--- src/hdl/prqs_pkg.sv ---
// Package for the priority ready-queue scheduler.
// Holds field widths, the request and response types and the command codes.
// No dependencies; every other file of the block but prqs_prio_enc imports it.
`default_nettype none

package prqs_pkg;

  localparam int TASK_W = 5;
  localparam int PRIO_W = 4;

  localparam logic [TASK_W-1:0] IDLE_RESET = '0;

  typedef enum logic {
    CMD_MAKE_READY = 1'b0,
    CMD_SWITCH     = 1'b1
  } cmd_t;

  typedef struct packed {
    cmd_t              command;
    logic [TASK_W-1:0] task_id;
    logic [PRIO_W-1:0] prio;
    logic              requeue_current;
  } req_t;

  typedef struct packed {
    logic [TASK_W-1:0] picked_task;
    logic [PRIO_W-1:0] picked_prio;
    logic              idle_chosen;
    logic              preempt;
    logic              status;
  } rsp_t;

  localparam logic STATUS_OK      = 1'b0;
  localparam logic STATUS_IGNORED = 1'b1;

endpackage

`default_nettype wire

--- src/hdl/prqs_prio_enc.sv ---
// Highest-set-bit encoder over the active-level bitmap.
// Standalone; used by prqs_ready_queues to find the level to dequeue.
`default_nettype none

module prqs_prio_enc #(
  parameter int LEVELS = 16
) (
  input  logic [LEVELS-1:0]         bits,
  output logic                      found,
  output logic [$clog2(LEVELS)-1:0] idx
);

  localparam int IDX_W = $clog2(LEVELS);

  always_comb begin
    found = 1'b0;
    idx   = '0;
    for (int i = 0; i < LEVELS; i++) begin
      if (bits[i]) begin
        found = 1'b1;
        idx   = IDX_W'(i);
      end
    end
  end

endmodule

`default_nettype wire

--- src/hdl/prqs_ready_queues.sv ---
// Per-level linked ready queues, ready marks and the current task.
// Computes the response of one request and updates all state on fire.
// Depends on prqs_pkg and prqs_prio_enc.
`default_nettype none

module prqs_ready_queues import prqs_pkg::*; #(
  parameter int PRIO_LEVELS = 16,
  parameter int MAX_TASKS   = 32
) (
  input  logic              clk,
  input  logic              rst_n,
  input  logic              fire,
  input  req_t              req,
  input  logic [TASK_W-1:0] idle_task,
  output rsp_t              rsp
);

  localparam int TIDX_W = $clog2(MAX_TASKS);
  localparam int LIDX_W = $clog2(PRIO_LEVELS);

  logic [TASK_W-1:0]      next_link_r [MAX_TASKS];
  logic [TASK_W-1:0]      head_r [PRIO_LEVELS];
  logic [TASK_W-1:0]      tail_r [PRIO_LEVELS];
  logic [MAX_TASKS-1:0]   is_last_r;
  logic [MAX_TASKS-1:0]   ready_mark_r, ready_mark_nxt;
  logic [PRIO_LEVELS-1:0] active_r, active_nxt;
  logic [TASK_W-1:0]      cur_task_r, cur_task_nxt;
  logic [PRIO_W-1:0]      cur_prio_r, cur_prio_nxt;

  function automatic logic [TIDX_W-1:0] tidx(input logic [TASK_W-1:0] t);
    logic [TIDX_W+TASK_W-1:0] e;
    e = {{TIDX_W{1'b0}}, t};
    return e[TIDX_W-1:0];
  endfunction

  function automatic logic t_in_range(input logic [TASK_W-1:0] t);
    logic [TIDX_W+TASK_W-1:0] e;
    e = {{TIDX_W{1'b0}}, t};
    return e < (TIDX_W+TASK_W)'(MAX_TASKS);
  endfunction

  function automatic logic [LIDX_W-1:0] lsat(input logic [PRIO_W-1:0] p);
    logic [LIDX_W+PRIO_W-1:0] e;
    e = {{LIDX_W{1'b0}}, p};
    return (e >= (LIDX_W+PRIO_W)'(PRIO_LEVELS)) ? LIDX_W'(PRIO_LEVELS - 1)
                                                : e[LIDX_W-1:0];
  endfunction

  function automatic logic [PRIO_W-1:0] lvl2prio(input logic [LIDX_W-1:0] l);
    logic [LIDX_W+PRIO_W-1:0] e;
    e = {{PRIO_W{1'b0}}, l};
    return e[PRIO_W-1:0];
  endfunction

  logic                   is_sw, is_mr, same, chk_ok;
  logic                   enq_en, rq_en, app_en, app_act, rq_hit;
  logic                   pk_found, pick_en, single;
  logic [LIDX_W-1:0]      mr_lvl, rl, app_lvl, pk_lvl;
  logic [TASK_W-1:0]      app_task, app_tail, hv, next_val;
  logic [TIDX_W-1:0]      hv_idx;
  logic [PRIO_LEVELS-1:0] active_app;

  assign is_sw    = (req.command == CMD_SWITCH);
  assign is_mr    = (req.command == CMD_MAKE_READY);
  assign mr_lvl   = lsat(req.prio);
  assign rl       = lsat(cur_prio_r);
  assign same     = (req.task_id == cur_task_r);
  assign app_task = is_sw ? cur_task_r : req.task_id;
  assign app_lvl  = is_sw ? rl : mr_lvl;
  assign chk_ok   = t_in_range(app_task) && !ready_mark_r[tidx(app_task)];
  assign enq_en   = is_mr && !same && chk_ok;
  assign rq_en    = is_sw && req.requeue_current && chk_ok;
  assign app_en   = enq_en || rq_en;
  assign app_act  = active_r[app_lvl];
  assign app_tail = tail_r[app_lvl];

  assign active_app = active_r | (rq_en ? (PRIO_LEVELS'(1) << rl) : '0);

  prqs_prio_enc #(
    .LEVELS (PRIO_LEVELS)
  ) u_prio_enc (
    .bits  (active_app),
    .found (pk_found),
    .idx   (pk_lvl)
  );

  assign pick_en  = is_sw && pk_found;
  assign rq_hit   = rq_en && (pk_lvl == rl);
  assign hv       = (rq_hit && !active_r[rl]) ? cur_task_r : head_r[pk_lvl];
  assign hv_idx   = tidx(hv);
  assign single   = rq_hit ? !active_r[rl] : is_last_r[hv_idx];
  assign next_val = (rq_hit && active_r[rl] && is_last_r[hv_idx]) ? cur_task_r
                                                                   : next_link_r[hv_idx];

  always_comb begin
    active_nxt     = active_r;
    ready_mark_nxt = ready_mark_r;
    if (app_en) begin
      active_nxt[app_lvl]            = 1'b1;
      ready_mark_nxt[tidx(app_task)] = 1'b1;
    end
    if (pick_en) begin
      ready_mark_nxt[hv_idx] = 1'b0;
      if (single) begin
        active_nxt[pk_lvl] = 1'b0;
      end
    end
  end

  always_comb begin
    cur_task_nxt = cur_task_r;
    cur_prio_nxt = cur_prio_r;
    if (is_sw) begin
      if (pk_found) begin
        cur_task_nxt = hv;
        cur_prio_nxt = lvl2prio(pk_lvl);
      end else begin
        cur_task_nxt = idle_task;
        cur_prio_nxt = '0;
      end
    end
  end

  always_comb begin
    rsp.picked_task = cur_task_nxt;
    rsp.picked_prio = cur_prio_nxt;
    rsp.idle_chosen = is_sw && !pk_found;
    rsp.preempt     = is_mr && (same || (enq_en && (mr_lvl >= rl)));
    rsp.status      = (is_mr && !same && !chk_ok) ? STATUS_IGNORED : STATUS_OK;
  end

  always_ff @(posedge clk) begin
    if (!rst_n) begin
      active_r     <= '0;
      ready_mark_r <= '0;
      cur_task_r   <= IDLE_RESET;
      cur_prio_r   <= '0;
    end else if (fire) begin
      active_r     <= active_nxt;
      ready_mark_r <= ready_mark_nxt;
      cur_task_r   <= cur_task_nxt;
      cur_prio_r   <= cur_prio_nxt;
    end
  end

  always_ff @(posedge clk) begin
    if (fire) begin
      if (app_en) begin
        if (app_act) begin
          next_link_r[tidx(app_tail)] <= app_task;
          is_last_r[tidx(app_tail)]   <= 1'b0;
        end else begin
          head_r[app_lvl] <= app_task;
        end
        tail_r[app_lvl]           <= app_task;
        is_last_r[tidx(app_task)] <= 1'b1;
      end
      if (pick_en && !single) begin
        head_r[pk_lvl] <= next_val;
      end
    end
  end

  a_pick_unmarks: assert property (@(posedge clk) disable iff (!rst_n)
    fire && pick_en |=> !ready_mark_r[$past(hv_idx)])
    else $error("picked task still marked ready");

  a_idle_only_empty: assert property (@(posedge clk) disable iff (!rst_n)
    fire && rsp.idle_chosen |-> (active_r == '0) && !rq_en)
    else $error("idle chosen with a non-empty queue");

  a_ignored_no_change: assert property (@(posedge clk) disable iff (!rst_n)
    fire && (rsp.status == STATUS_IGNORED) |=> $stable(active_r) && $stable(ready_mark_r))
    else $error("ignored insert changed the queues");

endmodule

`default_nettype wire

--- config.mk ---
export PLATFORM = sky130hd
export DESIGN_NAME = prqs_ready_queues
export DESIGN_NICKNAME = d
export VERILOG_FILES = /design/src/hdl/prqs_pkg.sv /design/src/hdl/prqs_prio_enc.sv /design/src/hdl/prqs_ready_queues.sv
export SDC_FILE = /design/constraint.sdc
export NUM_CORES = 1
export LEC_CHECK = 0
export ABC_AREA = 0
export CAP_MARGIN = 15
export CORE_AREA = 5 5 224 226
export DETAILED_ROUTE_END_ITERATION = 6
export DIE_AREA = 0 0 229 231
export DONT_BUFFER_PORTS = 1
export SYNTH_ARGS = -nofsm -noshare
export SYNTH_HDL_FRONTEND = slang
export SYNTH_HIERARCHICAL = 1
export SYNTH_SLANG_ARGS = --single-unit
export TNS_END_PERCENT = 20
--- constraint.sdc ---
create_clock -name clk -period 12.7 [get_ports clk]
set_clock_uncertainty 0.05 [all_clocks]
set_input_delay 1.905 -clock clk [delete_from_list [all_inputs] [get_ports clk]]
set_output_delay 1.905 -clock clk [all_outputs]
set_load 0.02 [all_outputs]
==> out/qor.csv <==
metric;value;unit
slew margin rel.;25.5;%
synth top area cells;edfxtp_1 52%, mux4_2 6.8%, dfxtp_1 5.6%;
Post-Syn Nets;1559;
Reg2Reg Depth;23;
top cells by count, synth;352 x edfxtp_1, 116 x o21ai_0, 113 x nor2_1, 108 x nand2_1, 93 x mux2i_1;
Hold Crit Class;flop to flop;
DP HPWL;37100;um
share of Yosys cell area claimed by the top area cell type;52.2;%
actual slew at the worst max-slew pin;1.11;ns
H-tree depth;2;
antenna diode count;0;
Inst Count DP;2093;
1st-iter DRT viols;1376;
Final Hold Fails;0;
top-count cell post-synth;edfxtp_1;
Final Net Count;1541;
Die ar.;52900;um2
cts bufs inserted;44;
pin count of the biggest net entering global routing;71;
CP delay by family, top;compound AO/OA/AOI/OAI gates;
RR Startpoint;cur_task_r[0];
Post-synth ARST share;0;%
crit path capture type;primary output;
Final setup viols;0;
number of synthesized flops with an enable pin;352;
Crit path largest cell delay;0.79;ns
R2R Setup Slk;2.76;ns
Post-Place Setup Slack;1.50;ns
fraction of layout cells with a size suffix above 1;18.9;%
Core ar.;48100;um2
Slowest cell on crit path;mux2_4;
row count;81;
CTS hold repair buffers;0;
fill count;4249;
Die X;229;um
final cycle utilization of the critical path;87.8;%
fin util;46.1;%
final setup slack of the worst path;1.54;ns
total gr overflow;0;
CP Cell Sequence;mux2_4 -> mux4_2 -> a22oi_2 -> nand4_2 -> nor2_1 -> nand2_1 -> nor3_1 -> a31o_2 -> nor2_1 -> a221o_1 -> a31oi_4 -> buf_4 -> mux4_2 -> a22oi_1 -> nand3_1 -> a21oi_1 -> nand2_1 -> o211ai_1 -> o21ai_0;
IO Count;31;
worst hold endpoint;ready_mark_r[1];
Clock Path Buffers;3;
startpoint types;primary input;
CP startpoint;req[10];
CP required;10.74;ns
Yosys cell types;81;
Max Cap Viol;0;
PD cells;164;nW/um2
Post-Synthesis Cells;1536;
Slew Limit Fails;0;
status;completed;
Critical R2R Capture;head_r[12][0];
Seq cells post-synth;409;
RSZ-0062 raised after global routing;false;
mean routed wirelength per cell;25.8;um
fmax;89.6;MHz
fin cells;2173;
post-CTS setup buffers;0;
predominant post-synthesis flop cell;edfxtp_1;
vias in the first global route;13200;
Resized Gates After CTS;0;
clock transition at the registers of the reported paths;0.06;ns
Via density;6.17;
GRT Total Usage;20.7;%
CTS tree;done;
Placed Area;20800;um2
kind of critical path;primary input to primary output;
first-pass iteration count of the detailed router;5;
Avg Inst Size Synth;13.2;um2
Post-Syn Area;20300;um2
initial antenna violation count;0;
number of remaining DRC errors;0;
crit path buf inv count;1;
Final ANT Viol Nets;0;
die height;231;um
setup TNS;0;ns
yosys synthesis warning count;6;
Post-Route WL;56100;um
worst skew pair latency;0.58;ns
post-layout min period;11.16;ns
vias post-DR;13400;
root buffer cell;clkbuf_16;
Yosys top cell by area;edfxtp_1;
Final Cell Area;22200;um2
Placer Congestion;0.876;
Initial Utilization;42.1;%
Hold Path Origin;ready_mark_r[1];
sequential share of the synthesized area;57.8;%
area grow syn2layout;9.68;%
register area;11700;um2
Max VDD drop;91.4;uV
Multi-input gate area;8010;um2
worst endpoint data arrival time;9.20;ns
Cells on Worst Hold Path;2;
Sink Count;409;
first-pass GRT wire length;85300;um
static leakage;7.34;nW
PortBufs;0;
crit-path max FO;70;
==> final cells by class <==
type                            instances  share of cell area (%)
Sequential cell                       409                    52.7
Inverter                               30                   0.507
Tap cell                              622                    3.50
Clock buffer                           58                    5.42
Timing Repair Buffer                   30                    1.07
Clock inverter                         21                   0.710
Multi-Input combinational cell       1003                    36.1
==> per-layer routing <==
metal | GRT usage, % | vias to the layer above | part of all wire (%)
met1 | 28.6 | 6776 | 43
li1 | - | 5986 | -
met2 | 34.2 | 538 | 48
met4 | 6.07 | 0 | 2.9
met5 | 0 | - | 0
met3 | 3.25 | 105 | 6.5
==> cells by family (layout without fill, tap and decap cells) <==
group / count (synthesis) / after routing / synth area share (%)
muxes: 254 / 254 / 17.1
DFF: 409 / 409 / 57.8
xor gates and xnor gates: 9 / 9 / 0.389
buffers and inverters: 124 / 139 / 2.85
and+or+nand+nor: 387 / 387 / 10.0
adders and majority gates: 4 / 4 / 0.247
AOI/OAI and AO/OA: 349 / 349 / 11.6
==> how the worst max path moves through the flow <==
stage	to	slack [ns]	cells after the start
after floorplan	rsp[7]	3.48	20
after global placement	head_r[3][4]	1.73	24
after detailed placement	head_r[12][0]	1.50	23
after CTS	rsp[8]	1.66	20
after global routing	rsp[8]	1.19	19
final	rsp[8]	1.54	19
==> worst reg2reg max path, delay by kind of cell, from the launching register on <==
family	cells	cell delay, ns
buffers and inverters	3	1.19
AND/OR/NAND/NOR	7	2.41
multiplexers	5	2.88
AO/OA/AOI/OAI	8	2.84
flip-flops	1	0.31
==> sequential cells by signal, summed over array words and instances, names as in the netlist <==
signal / count
cur_prio_r: 4
cur_task_r: 5
tail_r: 80
ready_mark_r: 32
active_r: 16
next_link_r: 160
is_last_r: 32
head_r: 80
==> placed cells by master, fill, tap and decap left out, drive strengths merged, types with 5 or more instances in the layout <==
cell / n
nand2b: 16
a31o: 5
buf: 30
a21oi: 47
o22ai: 29
nand2: 108
nand4: 18
nand3b: 7
nor2: 113
a21boi: 7
o211ai: 10
nor3: 36
clkinv: 20
nor3b: 8
clkbuf: 58
edfxtp: 352
mux4: 61
nor4: 13
xor2: 5
mux2: 97
or3: 8
o221a: 16
and2: 9
and3b: 6
nor2b: 19
o31a: 5
o21ai: 121
nand3: 16
o211a: 7
o21bai: 20
a21o: 9
inv: 29
dfxtp: 57
a211oi: 21
a31oi: 16
a311oi: 6
mux2i: 96
==> stage by stage <==
step	total power, mW	hold slack, ns
after CTS	3.65	0.429
after global placement	2.41	0.416
after detailed placement	2.43	0.422
after floorplan	2.17	0.390
final	3.64	0.437
after global routing	3.77	0.452
==> power by group <==
part / switching, mW / total [mW] / leakage [nW] / internal, mW
logic: 0.612 / 0.889 / 2.99 / 0.277
registers: 0.0176 / 1.52 / 3.67 / 1.50
clock network: 0.539 / 1.23 / 0.672 / 0.692
total: 1.17 / 3.64 / 7.34 / 2.47
(Power assumes the default switching activity.)
